$ cat src/hdl/pdc_pkg.sv
// Shared constants, register codes and stage payload types of the PID duty controller.
`default_nettype none

package pdc_pkg;

  localparam int VOLT_BITS  = 11;
  localparam int ERR_W      = VOLT_BITS + 1;
  localparam int DERR_W     = VOLT_BITS + 2;
  localparam int GAIN_W     = 8;
  localparam int DUTY_W     = 10;
  localparam int INTEG_W    = 32;
  localparam int CFG_W      = (VOLT_BITS > DUTY_W) ? VOLT_BITS : DUTY_W;
  localparam int CFG_ADDR_W = 3;

  localparam int KP_W  = GAIN_W + 1 + ERR_W;
  localparam int KI_W  = GAIN_W + 1 + INTEG_W;
  localparam int KD_W  = GAIN_W + 1 + DERR_W;
  localparam int SUM_W = KI_W + 2;

  localparam int PID_SCALE   = 100;
  localparam int CORR_LIMIT  = (1 << DUTY_W) * PID_SCALE;
  localparam int MAG_W       = $clog2(CORR_LIMIT);
  localparam int RECIP_SHIFT = 24;
  localparam int RECIP_W     = 18;
  localparam int PROD_W      = MAG_W + RECIP_W;
  localparam int Q_W         = DUTY_W + 1;
  localparam int NEXT_W      = DUTY_W + 3;

  localparam logic [RECIP_W-1:0] RECIP_MUL =
    RECIP_W'(((1 << RECIP_SHIFT) + PID_SCALE - 1) / PID_SCALE);
  localparam logic [Q_W-1:0] Q_SAT = Q_W'(1 << DUTY_W);

  localparam logic [VOLT_BITS-1:0] SETPOINT_RST  = VOLT_BITS'(550);
  localparam logic [VOLT_BITS-1:0] TOLERANCE_RST = VOLT_BITS'(50);
  localparam logic [GAIN_W-1:0]    KP_RST        = GAIN_W'(5);
  localparam logic [GAIN_W-1:0]    KI_RST        = GAIN_W'(2);
  localparam logic [GAIN_W-1:0]    KD_RST        = GAIN_W'(3);
  localparam logic [DUTY_W-1:0]    DUTY_MAX_RST  = DUTY_W'(255);

  localparam logic signed [INTEG_W-1:0] INTEG_MAX = {1'b0, {(INTEG_W-1){1'b1}}};
  localparam logic signed [INTEG_W-1:0] INTEG_MIN = {1'b1, {(INTEG_W-1){1'b0}}};

  typedef enum logic [CFG_ADDR_W-1:0] {
    REG_SETPOINT  = 3'd0,
    REG_TOLERANCE = 3'd1,
    REG_KP        = 3'd2,
    REG_KI        = 3'd3,
    REG_KD        = 3'd4,
    REG_DUTY_MAX  = 3'd5
  } pdc_reg_t;

  typedef struct packed {
    logic [VOLT_BITS-1:0] setpoint;
    logic [VOLT_BITS-1:0] tolerance;
    logic [GAIN_W-1:0]    kp;
    logic [GAIN_W-1:0]    ki;
    logic [GAIN_W-1:0]    kd;
    logic [DUTY_W-1:0]    duty_max;
  } pdc_cfg_t;

  typedef struct packed {
    logic              is_test;
    logic              test_active;
    logic              test_done;
    logic [DUTY_W-1:0] ramp_duty;
  } pdc_test_t;

  typedef struct packed {
    pdc_test_t                  test;
    logic signed [ERR_W-1:0]    err;
    logic signed [DERR_W-1:0]   derr;
    logic signed [INTEG_W-1:0]  integ;
  } pdc_ctrl_t;

  typedef struct packed {
    pdc_test_t          test;
    logic               neg;
    logic [Q_W-1:0]     q_mag;
  } pdc_corr_t;

endpackage

`default_nettype wire

$ cat src/hdl/pdc_ctrl_stage.sv
// Input register, ramp test sequencer and error/integral state update.
`default_nettype none

module pdc_ctrl_stage (
  input  logic                          clk,
  input  logic                          rst_n,
  input  pdc_pkg::pdc_cfg_t             cfg,
  input  logic                          in_valid,
  output logic                          in_ready,
  input  logic [pdc_pkg::VOLT_BITS-1:0] meas,
  input  logic                          start,
  output logic                          out_valid,
  input  logic                          out_ready,
  output pdc_pkg::pdc_ctrl_t            out_data
);
  import pdc_pkg::*;

  logic                       in_v_r;
  logic [VOLT_BITS-1:0]       meas_r;
  logic                       start_r;
  logic                       test_r, test_nxt;
  logic [DUTY_W-1:0]          ramp_r, ramp_nxt;
  logic [1:0]                 div_r, div_nxt;
  logic signed [ERR_W-1:0]    prev_err_r, prev_err_nxt;
  logic signed [INTEG_W-1:0]  integ_r, integ_nxt;
  logic                       out_v_r;
  pdc_ctrl_t                  out_r;

  logic                       rdy_out;
  logic                       move;
  logic                       run;
  logic [DUTY_W-1:0]          base;
  logic [DUTY_W-1:0]          ramp_duty;
  logic                       done;
  logic signed [ERR_W-1:0]    err;
  logic signed [DERR_W-1:0]   derr;
  logic [INTEG_W:0]           integ_sum;
  logic signed [INTEG_W-1:0]  integ_sat;
  logic signed [INTEG_W-1:0]  integ_new;
  logic                       below_tol;
  pdc_ctrl_t                  data;

  assign rdy_out  = !out_v_r || out_ready;
  assign in_ready = !in_v_r || rdy_out;
  assign move     = in_v_r && rdy_out;

  assign run  = test_r || start_r;
  assign base = test_r ? ramp_r : '0;

  assign err  = $signed({1'b0, cfg.setpoint}) - $signed({1'b0, meas_r});
  assign derr = {err[ERR_W-1], err} - {prev_err_r[ERR_W-1], prev_err_r};
  assign below_tol = err < $signed({1'b0, cfg.tolerance});

  assign integ_sum = {integ_r[INTEG_W-1], integ_r} +
                     {{(INTEG_W+1-ERR_W){err[ERR_W-1]}}, err};

  always_comb begin
    case (integ_sum[INTEG_W:INTEG_W-1])
      2'b01:   integ_sat = INTEG_MAX;
      2'b10:   integ_sat = INTEG_MIN;
      default: integ_sat = integ_sum[INTEG_W-1:0];
    endcase
  end

  assign integ_new = below_tol ? '0 : integ_sat;

  always_comb begin
    test_nxt     = test_r;
    div_nxt      = div_r;
    prev_err_nxt = prev_err_r;
    integ_nxt    = integ_r;
    done         = 1'b0;
    ramp_duty    = base;
    if (run) begin
      if (base < cfg.duty_max) begin
        test_nxt = 1'b1;
        if (div_r == 2'd0 || div_r == 2'd1) begin
          div_nxt = div_r + 2'd1;
        end else begin
          ramp_duty = base + DUTY_W'(1);
          div_nxt   = 2'd0;
        end
      end else begin
        ramp_duty = '0;
        test_nxt  = 1'b0;
        done      = 1'b1;
      end
    end else begin
      prev_err_nxt = err;
      integ_nxt    = integ_new;
    end
    ramp_nxt = ramp_duty;
  end

  always_comb begin
    data.test.is_test     = run;
    data.test.test_active = test_nxt;
    data.test.test_done   = done;
    data.test.ramp_duty   = ramp_duty;
    data.err              = err;
    data.derr             = derr;
    data.integ            = integ_new;
  end

  always_ff @(posedge clk) begin
    if (!rst_n) begin
      in_v_r     <= 1'b0;
      out_v_r    <= 1'b0;
      test_r     <= 1'b0;
      ramp_r     <= '0;
      div_r      <= 2'd0;
      prev_err_r <= '0;
      integ_r    <= '0;
    end else begin
      if (in_ready) begin
        in_v_r <= in_valid;
      end
      if (rdy_out) begin
        out_v_r <= in_v_r;
      end
      if (move) begin
        test_r     <= test_nxt;
        ramp_r     <= ramp_nxt;
        div_r      <= div_nxt;
        prev_err_r <= prev_err_nxt;
        integ_r    <= integ_nxt;
      end
    end
  end

  always_ff @(posedge clk) begin
    if (in_valid && in_ready) begin
      meas_r  <= meas;
      start_r <= start;
    end
    if (move) begin
      out_r <= data;
    end
  end

  assign out_valid = out_v_r;
  assign out_data  = out_r;

  a_test_holds_integral: assert property (@(posedge clk) disable iff (!rst_n)
    test_r |=> $stable(integ_r))
    else $error("integral changed while the ramp test was running");

  a_divider_range: assert property (@(posedge clk) disable iff (!rst_n)
    div_r != 2'd3)
    else $error("ramp divider reached an unused count");

endmodule

`default_nettype wire

$ cat src/hdl/pdc_corr_pipe.sv
// Gain products, sum and truncating division by the PID scale, over three stages.
`default_nettype none

module pdc_corr_pipe (
  input  logic               clk,
  input  logic               rst_n,
  input  pdc_pkg::pdc_cfg_t  cfg,
  input  logic               in_valid,
  output logic               in_ready,
  input  pdc_pkg::pdc_ctrl_t in_data,
  output logic               out_valid,
  input  logic               out_ready,
  output pdc_pkg::pdc_corr_t out_data
);
  import pdc_pkg::*;

  logic                     v_a_r, v_b_r, v_c_r;
  logic                     rdy_a, rdy_b, rdy_c;
  pdc_test_t                test_a_r, test_b_r;
  logic signed [KP_W-1:0]   kp_p_r;
  logic signed [KI_W-1:0]   ki_p_r;
  logic signed [KD_W-1:0]   kd_p_r;
  logic                     neg_b_r, big_b_r;
  logic [MAG_W-1:0]         mag_b_r;
  pdc_corr_t                out_r;

  logic signed [KP_W-1:0]   kp_p;
  logic signed [KI_W-1:0]   ki_p;
  logic signed [KD_W-1:0]   kd_p;
  logic signed [SUM_W-1:0]  sum_s;
  logic [SUM_W-1:0]         mag;
  logic                     big;
  logic [PROD_W-1:0]        prod;
  logic [Q_W-1:0]           q_calc;

  assign rdy_c    = !v_c_r || out_ready;
  assign rdy_b    = !v_b_r || rdy_c;
  assign rdy_a    = !v_a_r || rdy_b;
  assign in_ready = rdy_a;

  assign kp_p = $signed({1'b0, cfg.kp}) * $signed(in_data.err);
  assign ki_p = $signed({1'b0, cfg.ki}) * $signed(in_data.integ);
  assign kd_p = $signed({1'b0, cfg.kd}) * $signed(in_data.derr);

  assign sum_s = SUM_W'(kp_p_r) + SUM_W'(ki_p_r) + SUM_W'(kd_p_r);
  assign mag   = sum_s[SUM_W-1] ? SUM_W'(-sum_s) : SUM_W'(sum_s);
  assign big   = mag >= SUM_W'(CORR_LIMIT);

  assign prod   = PROD_W'(mag_b_r) * PROD_W'(RECIP_MUL);
  assign q_calc = big_b_r ? Q_SAT : Q_W'(prod >> RECIP_SHIFT);

  always_ff @(posedge clk) begin
    if (!rst_n) begin
      v_a_r <= 1'b0;
      v_b_r <= 1'b0;
      v_c_r <= 1'b0;
    end else begin
      if (rdy_a) begin
        v_a_r <= in_valid;
      end
      if (rdy_b) begin
        v_b_r <= v_a_r;
      end
      if (rdy_c) begin
        v_c_r <= v_b_r;
      end
    end
  end

  always_ff @(posedge clk) begin
    if (in_valid && rdy_a) begin
      test_a_r <= in_data.test;
      kp_p_r   <= kp_p;
      ki_p_r   <= ki_p;
      kd_p_r   <= kd_p;
    end
    if (v_a_r && rdy_b) begin
      test_b_r <= test_a_r;
      neg_b_r  <= sum_s[SUM_W-1];
      big_b_r  <= big;
      mag_b_r  <= mag[MAG_W-1:0];
    end
    if (v_b_r && rdy_c) begin
      out_r.test  <= test_b_r;
      out_r.neg   <= neg_b_r;
      out_r.q_mag <= q_calc;
    end
  end

  assign out_valid = v_c_r;
  assign out_data  = out_r;

endmodule

`default_nettype wire

$ cat src/hdl/pid_pwm_duty_controller_core.sv
// Top level of the PID duty controller: configuration registers and the duty result stage.
//
// One input transfer per control tick carries a measured voltage in centivolts and
// a start_test flag; each one yields exactly one result transfer with the new duty,
// the test_active flag and the test_done flag, in order. Both channels use valid
// and ready. Configuration is written through cfg_we, cfg_addr and cfg_wdata with
// no wait state; indexes with no register are ignored.
// Throughput is one item per cycle while the receiver takes results: the error
// and integral update closes within the control stage, the duty update closes
// within the result stage, and the gain products, sum and division by the scale
// run in three stages between them. Every stage holds its item when the stage after
// it is full and stalled, so a stalled receiver fills the pipeline before in_ready
// falls; empty stages keep taking items while a result waits.
// Reset clears the pipeline, the duty, the error history, the integral and the
// test state, and loads the default setpoint, tolerance, gains and duty limit.
`default_nettype none

module pid_pwm_duty_controller_core (
  input  logic                           clk,
  input  logic                           rst_n,
  input  logic                           in_valid,
  output logic                           in_ready,
  input  logic [pdc_pkg::VOLT_BITS-1:0]  in_measured_voltage,
  input  logic                           in_start_test,
  output logic                           out_valid,
  input  logic                           out_ready,
  output logic [pdc_pkg::DUTY_W-1:0]     out_duty,
  output logic                           out_test_active,
  output logic                           out_test_done,
  input  logic                           cfg_we,
  input  logic [pdc_pkg::CFG_ADDR_W-1:0] cfg_addr,
  input  logic [pdc_pkg::CFG_W-1:0]      cfg_wdata
);
  import pdc_pkg::*;

  pdc_cfg_t            cfg_r;
  logic                out_v_r;
  logic [DUTY_W-1:0]   duty_r, duty_nxt;
  logic                active_r, done_r;

  logic                ctrl_valid, ctrl_ready;
  pdc_ctrl_t           ctrl_data;
  logic                corr_valid, corr_ready;
  pdc_corr_t           corr_data;
  logic                move;
  logic [NEXT_W-1:0]   pid_next;
  logic [DUTY_W-1:0]   pid_duty;

  always_ff @(posedge clk) begin
    if (!rst_n) begin
      cfg_r.setpoint  <= SETPOINT_RST;
      cfg_r.tolerance <= TOLERANCE_RST;
      cfg_r.kp        <= KP_RST;
      cfg_r.ki        <= KI_RST;
      cfg_r.kd        <= KD_RST;
      cfg_r.duty_max  <= DUTY_MAX_RST;
    end else if (cfg_we) begin
      case (pdc_reg_t'(cfg_addr))
        REG_SETPOINT:  cfg_r.setpoint  <= cfg_wdata[VOLT_BITS-1:0];
        REG_TOLERANCE: cfg_r.tolerance <= cfg_wdata[VOLT_BITS-1:0];
        REG_KP:        cfg_r.kp        <= cfg_wdata[GAIN_W-1:0];
        REG_KI:        cfg_r.ki        <= cfg_wdata[GAIN_W-1:0];
        REG_KD:        cfg_r.kd        <= cfg_wdata[GAIN_W-1:0];
        REG_DUTY_MAX:  cfg_r.duty_max  <= cfg_wdata[DUTY_W-1:0];
        default: begin
        end
      endcase
    end
  end

  pdc_ctrl_stage u_ctrl (
    .clk       (clk),
    .rst_n     (rst_n),
    .cfg       (cfg_r),
    .in_valid  (in_valid),
    .in_ready  (in_ready),
    .meas      (in_measured_voltage),
    .start     (in_start_test),
    .out_valid (ctrl_valid),
    .out_ready (ctrl_ready),
    .out_data  (ctrl_data)
  );

  pdc_corr_pipe u_corr (
    .clk       (clk),
    .rst_n     (rst_n),
    .cfg       (cfg_r),
    .in_valid  (ctrl_valid),
    .in_ready  (ctrl_ready),
    .in_data   (ctrl_data),
    .out_valid (corr_valid),
    .out_ready (corr_ready),
    .out_data  (corr_data)
  );

  assign corr_ready = !out_v_r || out_ready;
  assign move       = corr_valid && corr_ready;

  assign pid_next = corr_data.neg ?
                    ({3'b000, duty_r} - {2'b00, corr_data.q_mag}) :
                    ({3'b000, duty_r} + {2'b00, corr_data.q_mag});

  always_comb begin
    if (pid_next[NEXT_W-1]) begin
      pid_duty = '0;
    end else if (pid_next > {3'b000, cfg_r.duty_max}) begin
      pid_duty = cfg_r.duty_max;
    end else begin
      pid_duty = pid_next[DUTY_W-1:0];
    end
  end

  assign duty_nxt = corr_data.test.is_test ? corr_data.test.ramp_duty : pid_duty;

  always_ff @(posedge clk) begin
    if (!rst_n) begin
      out_v_r  <= 1'b0;
      duty_r   <= '0;
      active_r <= 1'b0;
      done_r   <= 1'b0;
    end else begin
      if (corr_ready) begin
        out_v_r <= corr_valid;
      end
      if (move) begin
        duty_r   <= duty_nxt;
        active_r <= corr_data.test.test_active;
        done_r   <= corr_data.test.test_done;
      end
    end
  end

  assign out_valid       = out_v_r;
  assign out_duty        = duty_r;
  assign out_test_active = active_r;
  assign out_test_done   = done_r;

  a_empty_output_accepts: assert property (@(posedge clk) disable iff (!rst_n)
    !out_valid |-> in_ready)
    else $error("input stalled while the result register was empty");

  a_done_clears_duty: assert property (@(posedge clk) disable iff (!rst_n)
    out_valid && out_test_done |-> (out_duty == '0) && !out_test_active)
    else $error("ramp test end did not clear the duty and the active flag");

  a_result_follows_pipe: assert property (@(posedge clk) disable iff (!rst_n)
    move |=> out_valid)
    else $error("a result transfer into the output register was lost");

endmodule

`default_nettype wire

$ cat config.mk
export PLATFORM = sky130hd
export DESIGN_NAME = pid_pwm_duty_controller_core
export DESIGN_NICKNAME = d
export VERILOG_FILES = /design/src/hdl/pdc_pkg.sv /design/src/hdl/pdc_ctrl_stage.sv /design/src/hdl/pdc_corr_pipe.sv /design/src/hdl/pid_pwm_duty_controller_core.sv
export SDC_FILE = /design/constraint.sdc
export NUM_CORES = 2
export LEC_CHECK = 0
export BUFFER_PORTS_ARGS = -buffer_cell sky130_fd_sc_hd__buf_4
export CORE_MARGIN = 4
export CORE_UTILIZATION = 40
export CTS_BUF_LIST = sky130_fd_sc_hd__clkbuf_8
export CTS_CLUSTER_SIZE = 16
export DETAILED_ROUTE_END_ITERATION = 12
export PLACE_DENSITY = 0.53
export REMOVE_ABC_BUFFERS = 1
export SKIP_CTS_REPAIR_TIMING = 1
export SLEW_MARGIN = 30
export SYNTH_ARGS = -nofsm -noshare
export SYNTH_HDL_FRONTEND = slang
export SYNTH_SLANG_ARGS = --single-unit
$ cat constraint.sdc
create_clock -name clk -period 11.4 [get_ports clk]
set_input_delay 0.57 -clock clk [delete_from_list [all_inputs] [get_ports clk]]
set_output_delay 0.57 -clock clk [all_outputs]
set_load 0.02 [all_outputs]
==> results.txt <==
- The path class of the tightest hold or removal check is primary input to flip-flop.
* Tightest slew margin relative to the limit: 36.0%
- At the pin with the least slew margin, the transition time is 0.956 ns.
* Share of flip-flops with an asynchronous set or reset after synthesis: 0%
* Sink Count: 367
* Final cycle utilization of the critical path: 64.8%
* Vertical die dimension: 334 um
- HPWL Detailed: 80.5 mm
* Final Critical Period: 7.39 ns
- Cells taking the most area after synthesis: fa_1, edfxtp_1, ha_1
- Vias per std cell: 5.02
* Endpoint arrival time on the critical path: 7.79 ns
- For the worst setup path, the data required time is 11.80 ns.
* Post-synth cell types: 113
* Area of placed instances: 0.0443 sq mm
- Once the floorplan was initialized, standard cells occupied 40.3% of the core.
- Counting flops and latches in the post-synthesis netlist gives 367.
- Clock Skew: 0.0475 ns
- Setup repair after global routing left no endpoint under its margin.
- Final slew viol count: 0
- Counting instances, the worst hold path has a depth of 1.
* Endpoint of the lowest-slack register-to-register path: u_corr.out_data[10]$_SDFFCE_PP1P_
- Relative to the synthesized area, the layout overhead comes to 7.52%.
- With fillers left out, the area of the finished cells amounts to 0.0457 sq mm.
- Pwr Density: 189 mW/mm^2
* Setup Total Neg Slack: 0 ns
- For hold timing, the worst endpoint is u_ctrl.meas_r[3]$_DFFE_PP_.
- Count of routing violations after the opening detailed-route iteration: 1416
- Static Leakage: 21.6 nW
* Post-Synthesis Cells: 4457
- In this run, placement finished with an instance count of 5792.
- The total area inside the core boundary comes to 0.105 sq mm.
- Worst setup path class: flip-flop to flip-flop
- Counting along the longest clock path gives a buffer depth of 3.
- The number of antenna violations at the first check in global routing came to 2.
* CTS tree: built
- Across the run, the number of max-cap violations was 0.
- Pin count of the biggest net entering global routing: 76
- Most repeated cell in the gate-level netlist after synthesis: inv_1
* CTS clock-pin slew for the worst setup and hold paths: 0.06 ns
* First-pass DRT Iterations: 5
- Maximum fanout along the worst path: 8
* R2R setup slack: 4.01 ns
- Die footprint: 0.112 sq mm
* Number of H-tree levels: 3
- Fraction of synthesized cell area taken by the top area cell type: 24.3%
- Maximum operating frequency: 135 MHz
* Top flip-flop cell by instance count after synthesis: edfxtp_1
* Run status: completed
- After detailed routing, the average wire length per cell comes to 16.8 um.
- Width of the die: 334 um
- The number of hold violations in the final report came to 0.
- At the later pin of the worst-skew pair, clock insertion delay measures 0.65 ns.
* Count of cells along the worst register-to-register path: 22
* Setup violations, final: 0
* Maximum ir drop on the vdd rail: 0.000249 V
- The number of global-route vias before repair was 30700.
- In this run the tool buffered the top-level ports with 44 buffer cells.
- The routed design has 99.5 mm of wire.
- Overall global routing resource usage: 18.4%
- Fraction of layout instances using a drive strength above 1: 5.45%
* Total DRC errors in the routed layout: 0
- Sequential elements use 22.8% of the synthesized area.
- FF-to-FF Start: u_corr.mag_b_r[6]$_DFFE_PP_
- In this run the clock root is driven by a clkbuf_8.
- Number of synthesis warnings: 0
- Counting the buffers created by CTS gives 69.
- The worst setup path is launched from a flip-flop.
- The largest total area in the synthesized netlist belongs to fa_1.
- Filler Cells Inserted: 10500
* Wire length of the first global-routing pass: 167 mm
* Net count reported at finish: 5480
- Post-layout instance count excluding filler cells: 5921
- Routed Antenna Nets: 0
- Global routing finished with a remaining overflow of 0.
- EDFF count, synth: 236
- Leading cell types by count after synthesis: inv_1, fa_1, nand2_1, ha_1, and2_1
* Total number of placement rows: 119
* Core Util, Final: 43.4%
- At the end of routability-driven placement, the weighted congestion stood at 0.861.
- Hold path startpoint: in_measured_voltage[3]
- The worst setup path is captured at a flip-flop.
* Via count: 29700
- Summing every instance area after synthesis gives 0.0425 sq mm.
- Mean instance size in the synthesized netlist: 9.54 sq um
- Ports: 45
## worst max path at each step
stage	start	to	cells after the start
4_1_cts	u_corr.mag_b_r[6]$_DFFE_PP_	u_corr.out_data[10]$_SDFFCE_PP1P_	22
2_1_floorplan	u_corr.mag_b_r[6]$_DFFE_PP_	u_corr.out_data[10]$_SDFFCE_PP1P_	22
3_5_place_dp	u_corr.mag_b_r[6]$_DFFE_PP_	u_corr.out_data[10]$_SDFFCE_PP1P_	22
5_1_grt	u_ctrl.meas_r[1]$_DFFE_PP_	u_ctrl.integ_r[13]$_SDFFE_PN0P_	32
6_report	u_corr.mag_b_r[6]$_DFFE_PP_	u_corr.out_data[10]$_SDFFCE_PP1P_	22
3_3_place_gp	u_corr.mag_b_r[6]$_DFFE_PP_	u_corr.out_data[10]$_SDFFCE_PP1P_	22
## layer usage
layer	global-route usage, %	share of wire, %	vias to the layer above
met1	27.1	51	14600
met4	3.64	1.7	0
met2	29.6	45	402
met5	0	0	-
li1	-	-	14700
met3	1.86	2.8	108
## through the flow
stage | power, W | hold slack, ns | setup slack [ns]
3_3_place_gp | 0.00744 | 0.401 | 3.95
4_1_cts | 0.00882 | 0.0149 | 3.93
3_5_place_dp | 0.00748 | 0.405 | 3.89
5_1_grt | 0.00966 | 0.0409 | 3.40
6_report | 0.00865 | 0.0943 | 4.01
2_1_floorplan | 0.00604 | 0.400 | 4.60
## power breakdown
| part | total [W] | internal, W | switching, W | leakage, nW |
|---|---|---|---|---|
| clock | 0.00125 | 0.000673 | 0.000580 | 0.770 |
| combinational | 0.00567 | 0.00239 | 0.00328 | 17.5 |
| sequential | 0.00173 | 0.00163 | 0.000104 | 3.34 |
## worst max-delay path, cell delays in order, from the launching register on
cell	delay (ns)
edfxtp_1	0.54
fa_1	0.63
inv_1	0.07
fa_1	0.47
fa_1	0.51
inv_1	0.05
fa_1	0.47
fa_1	0.51
fa_1	0.49
ha_1	0.33
a21o_1	0.18
a21o_1	0.17
a21o_1	0.17
a21o_1	0.17
a221oi_1	0.28
a2bb2oi_1	0.33
a311oi_1	0.23
a41oi_1	0.41
a21oi_1	0.19
and4_1	0.24
a2111oi_0	0.47
xnor2_1	0.17
nand2b_1	0.07
## registers in the layout (all words and copies together) (netlist names), 2 cells and up
name / flops
u_ctrl.prev_err_r: 12
u_ctrl.integ_r: 32
u_ctrl.ramp_r: 10
u_corr.kp_p_r: 21
cfg_r: 56
out_duty: 10
u_ctrl.div_r: 2
u_ctrl.meas_r: 11
u_ctrl.out_data: 70
u_corr.out_data: 25
u_corr.ki_p_r: 41
u_corr.test_b_r: 13
u_corr.mag_b_r: 17
u_corr.test_a_r: 13
u_corr.kd_p_r: 22
## placed cells by master, fill, tap and decap left out, types with 27 or more instances in the layout
| master | instances |
|---|---|
| a21o_1 | 70 |
| edfxtp_1 | 236 |
| nand2_1 | 472 |
| and2_1 | 324 |
| a21boi_0 | 85 |
| xor2_1 | 56 |
| nor2b_1 | 36 |
| nand3_1 | 63 |
| nand4_1 | 30 |
| fa_1 | 516 |
| buf_4 | 66 |
| dfxtp_1 | 130 |
| o21bai_1 | 28 |
| ha_1 | 458 |
| clkbuf_8 | 74 |
| a21oi_1 | 208 |
| inv_1 | 784 |
| o21a_1 | 27 |
| nor2_1 | 153 |
| o21ai_0 | 142 |
| nor3_1 | 53 |
| xnor2_1 | 127 |
## area by class of cell
cell class / instances / area (sq um) / area share, %
inverter: 761 / 2860 / 6.25
multi-input combinational: 3205 / 29500 / 64.4
clock buffer: 74 / 1020 / 2.23
clock inverter: 50 / 327 / 0.715
antenna: 2 / 5.00 / 0.0110
tap: 1391 / 1740 / 3.81
sequential: 367 / 9710 / 21.2
timing repair buffer: 71 / 594 / 1.30
## kinds of logic after synthesis
| kind of cell | count (synthesis) | synth area share [%] |
|---|---|---|
| buffers and inverters | 885 | 8.05 |
| AO/OA/AOI/OAI | 749 | 11.8 |
| multiplexers | 25 | 0.592 |
| XOR/XNOR | 184 | 3.81 |
| flip-flops | 367 | 22.8 |
| adder cells (fa/ha/maj) | 974 | 37.8 |
| AND/OR/NAND/NOR | 1273 | 15.1 |
(Power assumes the default switching activity.)
